<file path="config.mk">
export PLATFORM = sky130hd
export DESIGN_NAME = cooperative_task_table_scheduler_core
export DESIGN_NICKNAME = d
export VERILOG_FILES = /design/src/sv/ctts_pkg.sv /design/src/sv/ctts_table.sv /design/src/sv/cooperative_task_table_scheduler_core.sv
export SDC_FILE = /design/constraint.sdc
export NUM_CORES = 1
export LEC_CHECK = 0
export BUFFER_PORTS_ARGS = -buffer_cell sky130_fd_sc_hd__buf_4
export CAP_MARGIN = 15
export CORE_MARGIN = 5
export CORE_UTILIZATION = 45
export CTS_CLUSTER_DIAMETER = 40
export DETAILED_ROUTE_END_ITERATION = 7
export SLEW_MARGIN = 20
export SYNTH_ARGS = -nofsm -noshare
export SYNTH_HDL_FRONTEND = slang
export SYNTH_HIERARCHICAL = 1
export SYNTH_SLANG_ARGS = --single-unit
</file>
<file path="constraint.sdc">
create_clock -name clk -period 12.5 [get_ports clk]
set_clock_uncertainty 0.15 [all_clocks]
set_input_delay 0.625 -clock clk [delete_from_list [all_inputs] [get_ports clk]]
set_output_delay 0.625 -clock clk [all_outputs]
set_load 0.005 [all_outputs]
</file>
<file path="src/sv/ctts_pkg.sv">
// Package for the cooperative task table scheduler: word types, task states and codes.
// No dependencies.
`timescale 1ns / 1ps
`default_nettype none
package ctts_pkg;
	localparam int NUM_TASKS = 16;
	localparam int NUM_SEMS = 8;
	localparam int TID_W = $clog2(NUM_TASKS);
	localparam int CNT_W = $clog2(NUM_TASKS + 1);
	localparam int SEM_W = 3;

	typedef enum logic [3:0] {
		K_ADD = 4'd0, K_EXIT = 4'd1, K_SLEEP = 4'd2, K_WAITZ = 4'd3, K_WAITNZ = 4'd4,
		K_SUSP = 4'd5, K_TICK = 4'd6, K_SCHED = 4'd7, K_SETSEM = 4'd8, K_COUNT = 4'd9
	} kind_t;

	typedef enum logic [2:0] {
		ST_NONE = 3'd0, ST_READY = 3'd1, ST_SUSP = 3'd2, ST_SLEEP = 3'd3,
		ST_WAITZ = 3'd4, ST_WAITNZ = 3'd5
	} tstate_t;

	typedef enum logic [1:0] {
		RS_OK = 2'd0, RS_FULL = 2'd1, RS_NULL = 2'd2, RS_DISPATCH = 2'd3
	} rstat_t;

	typedef enum logic [2:0] {
		S_IDLE, S_ONE, S_RD, S_SCAN, S_DONE
	} fsm_t;

	typedef struct packed {
		logic [3:0]  kind;
		logic [3:0]  task_id;
		logic [7:0]  func_id;
		logic [31:0] wait_ticks;
		logic [2:0]  sem_index;
		logic [31:0] sem_value;
	} in_word_t;

	typedef struct packed {
		logic [1:0] status;
		logic [3:0] slot;
		logic [7:0] dispatch_func;
		logic [4:0] free_slots;
		logic [4:0] func_count;
		logic       last;
	} out_word_t;

	typedef struct packed {
		logic [2:0]  st;
		logic [31:0] cnt;
		logic [7:0]  func;
		logic [2:0]  sem;
	} entry_t;

	typedef struct packed {
		logic             we;
		logic [TID_W-1:0] waddr;
		entry_t           wdata;
		logic [TID_W-1:0] raddr;
	} mem_req_t;
endpackage
`default_nettype wire

</file>
<file path="src/sv/ctts_table.sv">
// Task table memory: one entry per slot, synchronous read with the data registered in the cycle after the address.
// Depends on ctts_pkg. Entries are validated by a flip-flop per slot so reset reads as empty.
`timescale 1ns / 1ps
`default_nettype none
module ctts_table (
	input  wire logic              clk,
	input  wire logic              arst_n,
	input  wire ctts_pkg::mem_req_t req,
	output ctts_pkg::entry_t        rdata
);
	ctts_pkg::entry_t mem_q [ctts_pkg::NUM_TASKS];
	ctts_pkg::entry_t raw_q;
	logic [ctts_pkg::NUM_TASKS-1:0] vld_q;
	logic rv_q;

	always_ff @(posedge clk) begin
		if (req.we) mem_q[req.waddr] <= req.wdata;
		raw_q <= mem_q[req.raddr];
	end

	always_ff @(posedge clk or negedge arst_n) begin
		if (!arst_n) begin
			vld_q <= '0;
			rv_q <= 1'b0;
		end else begin
			if (req.we) vld_q[req.waddr] <= 1'b1;
			rv_q <= vld_q[req.raddr];
		end
	end

	assign rdata = rv_q ? raw_q : '0;
endmodule
`default_nettype wire

</file>
<file path="src/sv/cooperative_task_table_scheduler_core.sv">
// Top level of the cooperative task table scheduler: command sequencer around the task table.
// Depends on ctts_pkg and ctts_table.
//
//  channel   signals                 direction  notes
//  command   start, busy, cmd        in/out     word taken when start && !busy
//  result    res_valid, res          out        one-cycle strobe, no back pressure
//
// Add and set semaphore are handled in S_ONE; the next free slot is found from a per-slot
// occupancy vector. Exit, sleep, wait and suspend read, modify and write back the addressed
// slot through S_RD, S_SCAN and S_DONE. Tick, schedule and count walk the table one slot per
// cycle through the single table port; tick and schedule read-modify-write the slots they change.
// Reset empties the table at once. Results cannot be stalled.
`timescale 1ns / 1ps
`default_nettype none
module cooperative_task_table_scheduler_core (
	input  wire logic                 clk,
	input  wire logic                 arst_n,
	input  wire logic                 start,
	input  wire ctts_pkg::in_word_t   cmd,
	output logic                      busy,
	output logic                      res_valid,
	output ctts_pkg::out_word_t       res
);
	localparam int TW = ctts_pkg::TID_W;
	localparam int CW = ctts_pkg::CNT_W;

	ctts_pkg::fsm_t state_q, state_d;
	ctts_pkg::in_word_t cmd_q;
	logic [TW-1:0] idx_q, idx_d;
	logic [TW-1:0] ridx_s1;
	logic [CW-1:0] cnt_q, cnt_d;
	logic [CW-1:0] free_q, free_d;
	logic [ctts_pkg::NUM_TASKS-1:0] used_q, used_d;
	logic [ctts_pkg::NUM_SEMS-1:0] sem_q, sem_d;
	logic [TW-1:0] lastu_q, lastu_d;
	ctts_pkg::mem_req_t req;
	ctts_pkg::entry_t rd;
	ctts_pkg::entry_t nx;
	ctts_pkg::out_word_t res_d;
	logic rv_d;
	logic semnz;
	logic go;
	logic [TW-1:0] ff;
	logic ff_found;
	logic [TW-1:0] lu;

	ctts_table u_table (.clk(clk), .arst_n(arst_n), .req(req), .rdata(rd));

	always_comb begin
		ff = '0;
		ff_found = 1'b0;
		lu = '0;
		for (int i = ctts_pkg::NUM_TASKS - 1; i >= 0; i--) begin
			if (!used_q[i]) begin
				ff = TW'(i);
				ff_found = 1'b1;
			end
		end
		for (int i = 0; i < ctts_pkg::NUM_TASKS; i++)
			if (used_q[i]) lu = TW'(i);
	end

	assign semnz = (32'(rd.sem) < 32'(ctts_pkg::NUM_SEMS)) ? sem_q[rd.sem] : 1'b0;
	assign busy = (state_q != ctts_pkg::S_IDLE);

	always_comb begin
		state_d = state_q;
		idx_d = idx_q;
		cnt_d = cnt_q;
		free_d = free_q;
		used_d = used_q;
		sem_d = sem_q;
		lastu_d = lastu_q;
		req = '0;
		req.raddr = idx_q;
		nx = rd;
		go = 1'b0;
		rv_d = 1'b0;
		res_d = '0;
		res_d.free_slots = free_q;
		res_d.last = 1'b1;
		unique case (state_q)
			ctts_pkg::S_IDLE: begin
				if (start) begin
					state_d = ctts_pkg::S_ONE;
					idx_d = '0;
					cnt_d = '0;
				end
			end
			ctts_pkg::S_ONE: begin
				state_d = ctts_pkg::S_IDLE;
				rv_d = 1'b1;
				priority case (cmd_q.kind)
					ctts_pkg::K_ADD: begin
						if (free_q == '0 || !ff_found) res_d.status = ctts_pkg::RS_FULL;
						else if (cmd_q.func_id == '0) res_d.status = ctts_pkg::RS_NULL;
						else begin
							req.we = 1'b1;
							req.waddr = ff;
							req.wdata = '{st: ctts_pkg::ST_READY, cnt: '0,
								func: cmd_q.func_id, sem: '0};
							used_d[ff] = 1'b1;
							free_d = free_q - 1'b1;
							if (lastu_q < ff) lastu_d = ff;
							res_d.slot = ff;
							res_d.free_slots = free_q - 1'b1;
						end
					end
					ctts_pkg::K_SETSEM: begin
						if (32'(cmd_q.sem_index) < 32'(ctts_pkg::NUM_SEMS))
							sem_d[cmd_q.sem_index] = (cmd_q.sem_value != '0);
					end
					ctts_pkg::K_EXIT, ctts_pkg::K_SLEEP, ctts_pkg::K_WAITZ,
					ctts_pkg::K_WAITNZ, ctts_pkg::K_SUSP, ctts_pkg::K_TICK,
					ctts_pkg::K_SCHED, ctts_pkg::K_COUNT: begin
						rv_d = 1'b0;
						state_d = ctts_pkg::S_RD;
						idx_d = (cmd_q.kind == ctts_pkg::K_TICK || cmd_q.kind == ctts_pkg::K_SCHED
							|| cmd_q.kind == ctts_pkg::K_COUNT) ? '0 : cmd_q.task_id;
						req.raddr = idx_d;
					end
					default: ;
				endcase
			end
			ctts_pkg::S_RD: begin
				state_d = ctts_pkg::S_SCAN;
				req.raddr = idx_q;
			end
			ctts_pkg::S_SCAN: begin
				req.raddr = idx_q + 1'b1;
				idx_d = idx_q + 1'b1;
				if (idx_q == TW'(ctts_pkg::NUM_TASKS - 1)) state_d = ctts_pkg::S_DONE;
				req.waddr = ridx_s1;
				unique case (cmd_q.kind)
					ctts_pkg::K_TICK: begin
						if (rd.st >= ctts_pkg::ST_SLEEP) begin
							req.we = 1'b1;
							if (rd.cnt != '0) nx.cnt = rd.cnt - 1'b1;
							else nx.st = ctts_pkg::ST_READY;
						end
					end
					ctts_pkg::K_COUNT: begin
						if (rd.st != ctts_pkg::ST_NONE && rd.func == cmd_q.func_id)
							cnt_d = cnt_q + 1'b1;
					end
					ctts_pkg::K_SCHED: begin
						if (idx_q <= lastu_q) begin
							go = (rd.st == ctts_pkg::ST_READY)
								|| (rd.st == ctts_pkg::ST_WAITZ && !semnz)
								|| (rd.st == ctts_pkg::ST_WAITNZ && semnz);
						end
						if (go) begin
							req.we = 1'b1;
							nx.st = ctts_pkg::ST_READY;
							rv_d = 1'b1;
							res_d.status = ctts_pkg::RS_DISPATCH;
							res_d.slot = idx_q;
							res_d.dispatch_func = rd.func;
							res_d.last = 1'b0;
						end
					end
					default: begin
						state_d = ctts_pkg::S_DONE;
						if (rd.st != ctts_pkg::ST_NONE) begin
							req.we = 1'b1;
							priority case (cmd_q.kind)
								ctts_pkg::K_EXIT: begin
									nx.st = ctts_pkg::ST_NONE;
									used_d[idx_q] = 1'b0;
									free_d = free_q + 1'b1;
								end
								ctts_pkg::K_SLEEP: begin
									nx.st = ctts_pkg::ST_SLEEP;
									nx.cnt = cmd_q.wait_ticks;
									nx.sem = '0;
								end
								ctts_pkg::K_WAITZ, ctts_pkg::K_WAITNZ: begin
									nx.st = (cmd_q.kind == ctts_pkg::K_WAITZ) ?
										ctts_pkg::ST_WAITZ : ctts_pkg::ST_WAITNZ;
									nx.cnt = cmd_q.wait_ticks;
									nx.sem = cmd_q.sem_index;
								end
								default: nx.st = ctts_pkg::ST_SUSP;
							endcase
						end
					end
				endcase
				req.wdata = nx;
			end
			ctts_pkg::S_DONE: begin
				state_d = ctts_pkg::S_IDLE;
				rv_d = 1'b1;
				if (cmd_q.kind == ctts_pkg::K_COUNT) res_d.func_count = cnt_q;
				if (cmd_q.kind == ctts_pkg::K_EXIT) lastu_d = lu;
			end
			default: state_d = ctts_pkg::S_IDLE;
		endcase
	end

	always_ff @(posedge clk or negedge arst_n) begin
		if (!arst_n) begin
			state_q <= ctts_pkg::S_IDLE;
			idx_q <= '0;
			cnt_q <= '0;
			free_q <= CW'(ctts_pkg::NUM_TASKS);
			used_q <= '0;
			sem_q <= '0;
			lastu_q <= '0;
			res_valid <= 1'b0;
		end else begin
			state_q <= state_d;
			idx_q <= idx_d;
			cnt_q <= cnt_d;
			free_q <= free_d;
			used_q <= used_d;
			sem_q <= sem_d;
			lastu_q <= lastu_d;
			res_valid <= rv_d;
		end
	end

	always_ff @(posedge clk) begin
		if (start && !busy) cmd_q <= cmd;
		ridx_s1 <= req.raddr;
		res <= res_d;
	end

	assert property (@(posedge clk) disable iff (!arst_n)
		res_valid && res.last |-> $past(state_q) == ctts_pkg::S_ONE
		|| $past(state_q) == ctts_pkg::S_DONE)
		else $error("final word outside a final state");
	assert property (@(posedge clk) disable iff (!arst_n)
		32'(free_q) + 32'($countones(used_q)) == ctts_pkg::NUM_TASKS)
		else $error("free count disagrees with occupancy");
	assert property (@(posedge clk) disable iff (!arst_n)
		state_q == ctts_pkg::S_SCAN |-> ridx_s1 == idx_q)
		else $error("scan read address out of step");
endmodule
`default_nettype wire
</file>
==> flow_summary.toml, run 1 <==
[clocking]
clk_pin_slew_ns = 0.06
clk_latency_ns = 0.70
post_cts_buffers = 0
cts_tree = "yes"
htreeDepth = 3
cts_buffers = 121
clockBufferDepth = 3
clock-sinks = 957
cts-root-buf = "clkbuf_16"

[route]
vias_per_cell = 5.964
wl_per_cell_um = 26.41
first_iter_violations = 1974
routed-via-count = 21220
routed_wl_mm = 93.96
first_pass_iters = 6
drc = 0
ant_nets = 0

[pwr]
leakagePower_nw = 14.31
clkPwrFrac_pct = 34.3
pwr-share-seq_pct = 38.1
p_sw_w = 0.003210
peakVddDrop_uv = 160.7
sw_frac_of_total_pct = 31.83
p_comb_share_pct = 27.6
p_int_w = 0.006875
pwr_density_cell_nw_per_um2 = 224.3

[global_route]
antenna_found_initial = 0
grt_use_total_pct = 20.81
overflow = 0
grt_pass1_vias = 21550
grt_pass1_wl_mm = 139.8
grt_max_degree = 75

[worst_setup_path]
r2r-start = "cmd_q[79]$_DFFE_PP_"
cp-start-kind = "register"
crit_required_ns = 12.67
path_max_fanout = 27
cp-startpoint = "cmd_q[79]$_DFFE_PP_"
end_kind = "register"
worst-setup-path-type = "reg2reg"
arrival_ns = 5.61

[sta]
tns_ns = 0
relSlewSlack_pct = 24.71
period_share_pct = 43.51
period_minus_slack_ns = 5.438
worst_pin_slew_ns = 1.129
finalSetupViolations = 0
finalHoldViolCount = 0
max_freq_mhz = 183.9
slew_viol_final = 0
rsz0062_at_grt = "no"
hold-worst-slack_ns = 0.3082

[floorplanning]
die_height_um = 299.1
die_x_um = 299.1
start_util_pct = 45.16
core-area_um2 = 83290
rows = 106
dieArea_um2 = 89480
io_pins = 113

[placement]
dpl-instance-area_um2 = 39980
gp_congestion = 0.8707
dp_hpwl_mm = 52.05
port_buffers = 112

[cells_and_area]
final_cell_mix = "edfxtp_1 (819), mux4_2 (190), buf_4 (169)"
layout.nets = 2471
fin_area_um2 = 44970
layout-drive-gt1-share_pct = 26.03
diodes = 0
final_common_cell = "edfxtp_1"
syn2layout_area_growth_pct = 19.54

[min_path]
hold_class = "in2reg"
hp-start = "start"

[yosys]
synth_cell_types = 78
ys_warn_count = 6
synthFlopType = "edfxtp_1"
avgSynthCellArea_um2 = 17.99
async_reset_ff_share_pct = 6.583
ys_seq_area_share_pct = 73.56
netlist_instances = 2091
syn_nets = 2193
yosys_register_bits = 957
synth_edf_count = 819
syn_area_um2 = 37620

[run]
cap_violations = 0

[status]
status = "finished clean"
-- cell usage after synthesis, types with 7 or more instances --
library cell / count / area [um2]
a211oi_1: 19 / 142.6
a21oi_1: 36 / 180.2
a22o_1: 12 / 105.1
a22oi_1: 101 / 758.2
a311oi_1: 8 / 70.07
a31oi_1: 10 / 62.56
and2_1: 53 / 331.6
and3_1: 19 / 118.9
buf_2: 23 / 115.1
buf_4: 9 / 67.56
buf_6: 7 / 78.83
clkbuf_1: 59 / 221.5
dfrtp_1: 62 / 1551
dfxtp_1: 75 / 1501
edfxtp_1: 819 / 24590
ha_1: 16 / 200.2
inv_1: 24 / 90.09
mux2_2: 9 / 101.4
mux2i_1: 7 / 70.07
mux4_2: 190 / 4279
nand2_1: 114 / 427.9
nand2b_1: 13 / 81.33
nand3_1: 23 / 115.1
nand3b_1: 7 / 52.55
nand4_1: 14 / 87.58
nor2_1: 72 / 270.3
nor3_1: 39 / 195.2
nor4_1: 30 / 187.7
o211ai_1: 9 / 67.56
o21ai_0: 82 / 410.4
o31ai_1: 8 / 60.06
or2_2: 24 / 150.1
xor2_1: 10 / 87.58
-- final timing paths --
kind / to / slack [ns] / cells past startpoint
worst min-delay path: state_q[0]$_DFFE_PN0P_ / 0.31 / 5
worst max-delay path: u_table/mem_q[9][43]$_DFFE_PP_ / 7.06 / 8
min in group asynchronous: lastu_q[2]$_DFFE_PN0P_ / 0.46 / 2
max in group asynchronous: idx_q[2]$_DFFE_PN0P_ / 11.16 / 2
worst max register to register: u_table/mem_q[9][43]$_DFFE_PP_ / 7.06 / 8
worst min register to register: u_table/vld_q[6]$_DFFE_PN0P_ / 0.31 / 1
-- cells by family (layout without fill, tap and decap cells) --
kind of cell,after synthesis,after routing,synth area share [%]
AO/OA/AOI/OAI,319,319,5.728
XOR/XNOR,16,16,0.3725
adder cells (fa/ha/maj),16,16,0.5322
buffers and inverters,125,512,1.557
flip-flops,957,957,73.56
multiplexers,206,206,11.83
AND/OR/NAND/NOR,452,452,6.416
-- power by group through the flow --
stage                     Clock, W  Combinational, W  Sequential, W
after floorplan                  0           0.00202        0.00383
after global placement           0           0.00274        0.00390
after detailed placement         0           0.00276        0.00391
after CTS                  0.00352           0.00279        0.00384
after global routing       0.00367           0.00300        0.00386
final                      0.00346           0.00278        0.00385
-- flip-flops by register name (all words and copies together) (netlist names) --
name	flops
cmd_q	83
free_q	5
cnt_q	5
state_q	3
u_table/raw_q	46
res	25
ridx_s1	4
sem_q	8
lastu_q	4
res_valid	1
u_table/rv_q	1
idx_q	4
u_table/mem_q	736
used_q	16
u_table/vld_q	16
-- metal layers --
layer | GRT usage, % | share of wire, % | up-vias
met2 | 34.22 | 48 | 901
li1 | - | - | 9080
met5 | 0 | 0 | -
met1 | 29.31 | 42 | 11060
met3 | 3.665 | 7.0 | 179
met4 | 5.212 | 2.3 | 0
-- layout make-up --
class | instances | area (um2)
Clock inverter | 89 | 934.6
Multi-Input combinational cell | 1009 | 9608
Fill cell | 6493 | 38320
Clock buffer | 143 | 3163
Inverter | 24 | 90.09
Timing Repair Buffer | 256 | 2148
Tap cell | 1080 | 1351
Sequential cell | 957 | 27670
-- metrics by stage --
step	instances	power [W]	setup WS (ns)	util (%)
after floorplan	2091	0.005846	5.804	-
after global placement	3240	0.006645	7.373	47.98
after detailed placement	3240	0.006671	7.262	48.00
after CTS	3556	0.01016	7.235	53.93
after global routing	3558	0.01053	6.865	53.99
final	3558	0.01009	7.062	53.99
-- what timing repair did --
item                                    4_1_cts  5_1_grt
endpoints found under the setup margin        0        0
hold endpoints to repair                    145        0
resized for setup                             0        0
hold buffers                                 84        0
-- worst max-delay path, stage by stage, from the launching register on --
cell and delay [ns]:
edfxtp_1 0.60, nor4_1 0.83, nand2_1 0.27, nor4b_2 0.77
and2_1 0.36, a21o_1 0.28, nand2b_1 0.30, nor2_4 0.84
buf_4 0.59
No activity file was read; power rests on OpenSTA's default activity.
==> run 2: changes to the inputs <==
- ABC_AREA: default -> 1
- clock period: 12.5 -> 5.1 ns (I/O delays scaled with it)
==> flow_summary.toml, run 2 <==
[worst_setup_path]
arrival_ns = 4.58
crit_required_ns = 5.53
cp-start-kind = "register"
path_max_fanout = 180
worst-setup-path-type = "reg2reg"
end_kind = "register"

[yosys]
ys_seq_area_share_pct = 65.01
synth_cell_types = 57
synth_top_cell_by_area = "edfxtp_1"
syn_nets = 4403
ys_warn_count = 6
syn_area_um2 = 42560
netlist_instances = 4301
synth_edf_count = 819
yosysMostFrequentCell = "nand2_1"
synthFlopType = "edfxtp_1"
avgSynthCellArea_um2 = 9.896
synth_common_cells = "nand2_1 (1,225), edfxtp_1 (819), inv_1 (772)"
synthTopCellsByArea = "edfxtp_1 (58%), nand2_1 (11%), nand3_1 (7.8%)"
yosys_register_bits = 957
synth.top_cell.area_share_pct = 57.78
async_reset_ff_share_pct = 6.583

[run]
cap_violations = 0

[sta]
rsz0062_at_grt = "no"
worst_pin_slew_ns = 1.130
hold-worst-slack_ns = 0.08996
period_minus_slack_ns = 4.152
max_freq_mhz = 240.9
finalSetupViolations = 0
period_share_pct = 81.41
relSlewSlack_pct = 24.70
tns_ns = 0
slew_viol_final = 0
finalHoldViolCount = 0

[cells_and_area]
final_common_cell = "nand2_1"
top_register = "u_table/mem_q"
layout.nets = 4622
syn2layout_area_growth_pct = 17.93
final_cell_mix = "nand2_1 (1,225), edfxtp_1 (819), inv_1 (770)"
fin_cells = 5882
reg_top3 = "u_table/mem_q x736, cmd_q x83, u_table/raw_q x46"
largest_reg_flops = 736
n_fill_cell = 8232
diodes = 0
layout-drive-gt1-share_pct = 10.52

[clocking]
hold_buffers = 85
clk_latency_ns = 0.70
cts-root-buf = "clkbuf_16"
clock-sinks = 957
htreeDepth = 3
ctsResizeCount = 0
clockBufferDepth = 3
cts_tree = "yes"
clk_pin_slew_ns = 0.06
post_cts_buffers = 0
cts_buffers = 121

[global_route]
grt_pass1_wl_mm = 178.0
overflow = 0
antenna_found_initial = 0
grt_use_total_pct = 22.51
grt_max_degree = 190
grt_pass1_vias = 29680

[floorplanning]
rows = 112
die_x_um = 317.6
core-area_um2 = 93610
dieArea_um2 = 100800
io_pins = 113
die_height_um = 317.6
start_util_pct = 45.47

[route]
routed_wl_mm = 116.3
first_pass_iters = 5
routed-via-count = 30770
wl_per_cell_um = 19.78
first_iter_violations = 3003
ant_nets = 0
drc = 0
vias_per_cell = 5.232

[min_path]
hold_class = "in2async"

[pwr]
p_comb_share_pct = 38.3
p_int_w = 0.01832
sw_frac_of_total_pct = 39.76
peakVddDrop_uv = 885.4
clkPwrFrac_pct = 29.4
p_sw_w = 0.01209
pwr_density_cell_nw_per_um2 = 605.9
pwr-share-seq_pct = 32.4
leakagePower_nw = 21.67

[placement]
port_buffers = 112
dp_hpwl_mm = 64.86
dp.cells = 5566
gp_congestion = 0.9237

[status]
status = "finished clean"
[run 2: changes by cell type after synthesis, sizes merged, moves of 17 or more]
cell    delta
nor2      +63
and3      -18
buf      +103
inv      +764
mux4     -190
clkbuf    -17
a22oi     -99
and2      -53
nand3    +639
o21ai     +26
nand2   +1117
or2       -24
[run 2: layer usage]
layer	vias to the layer above	wire length [um]	global-route usage (%)
met5	-	0	0
met4	0	3621	7.030
met3	235	7012	3.235
met2	1073	56170	37.64
met1	14940	49530	30.72
li1	14520	-	-
[run 2: area by class of cell]
type	instances	area, um2	area share, %
inverters	788	2980	5.937
clock inverters	83	1071	2.134
clock buffers	148	3262	6.498
repair buffers	283	2638	5.254
well taps	1254	1569	3.126
flip-flops and latches	957	27670	55.13
multi-input cells	2369	11000	21.92
[run 2: kinds of logic (layout without fill, tap and decap cells)]
group | Yosys count | in the layout | share of synthesized area, %
AND/OR/NAND/NOR | 2105 | 2105 | 21.30
buffers and inverters | 975 | 1302 | 9.662
flip-flops | 957 | 957 | 65.01
AO/OA/AOI/OAI | 239 | 239 | 3.366
adder cells (fa/ha/maj) | 16 | 16 | 0.4703
XOR/XNOR | 9 | 9 | 0.1852
[run 2: final timing paths]
kind,startpoint,endpoint,slack (ns),depth (start not counted)
min in group clk,cmd[32],cmd_q[32]$_DFFE_PP_,0.13,2
hold / removal,arst_n,used_q[12]$_DFFE_PN0P_,0.09,2
setup reg to reg,state_q[2]$_DFFE_PN0P_,u_table/raw_q[21]$_DFF_P_,0.95,18
max in group asynchronous,arst_n,u_table/rv_q$_DFF_PN0_,4.06,2
setup / recovery,state_q[2]$_DFFE_PN0P_,u_table/raw_q[21]$_DFF_P_,0.95,18
hold reg to reg,u_table/vld_q[8]$_DFFE_PN0P_,u_table/vld_q[8]$_DFFE_PN0P_,0.31,2
[run 2: critical path: stages, from the launching register on]
cell	delay, ns
dfrtp_1	0.42
nor2_4	0.31
inv_2	0.16
nor2_4	0.22
inv_1	0.18
nor2_1	0.14
inv_1	0.06
nor2_1	0.21
a21oi_1	0.11
o21ai_0	0.09
inv_1	0.10
o21ai_4	0.13
buf_4	0.34
buf_12	0.49
nand2_1	0.13
nand3_1	0.13
nand3_1	0.09
nand3_1	0.15
nand2_1	0.07
[run 2: power groups by stage]
stage | Clock [W] | Combinational [W] | Sequential (W)
finish | 0.00894 | 0.0116 | 0.00984
global route | 0.00947 | 0.0129 | 0.00988
CTS | 0.00909 | 0.0116 | 0.00984
detailed placement | 0 | 0.0115 | 0.00999
global placement | 0 | 0.0114 | 0.00999
floorplan | 0 | 0.00845 | 0.00979
[run 2: metrics by stage]
stage          cell area [um2]  util [%]  total power (W)  setup WS, ns
6_report                 50200     53.62          0.03041        0.9483
5_1_grt                  50200     53.62          0.03223        0.6926
4_1_cts                  50190     53.61          0.03052        0.9784
3_5_place_dp             45000     48.08          0.02147         1.006
3_3_place_gp             45000     48.07          0.02139         1.053
2_1_floorplan            42560         -          0.01824        0.2153
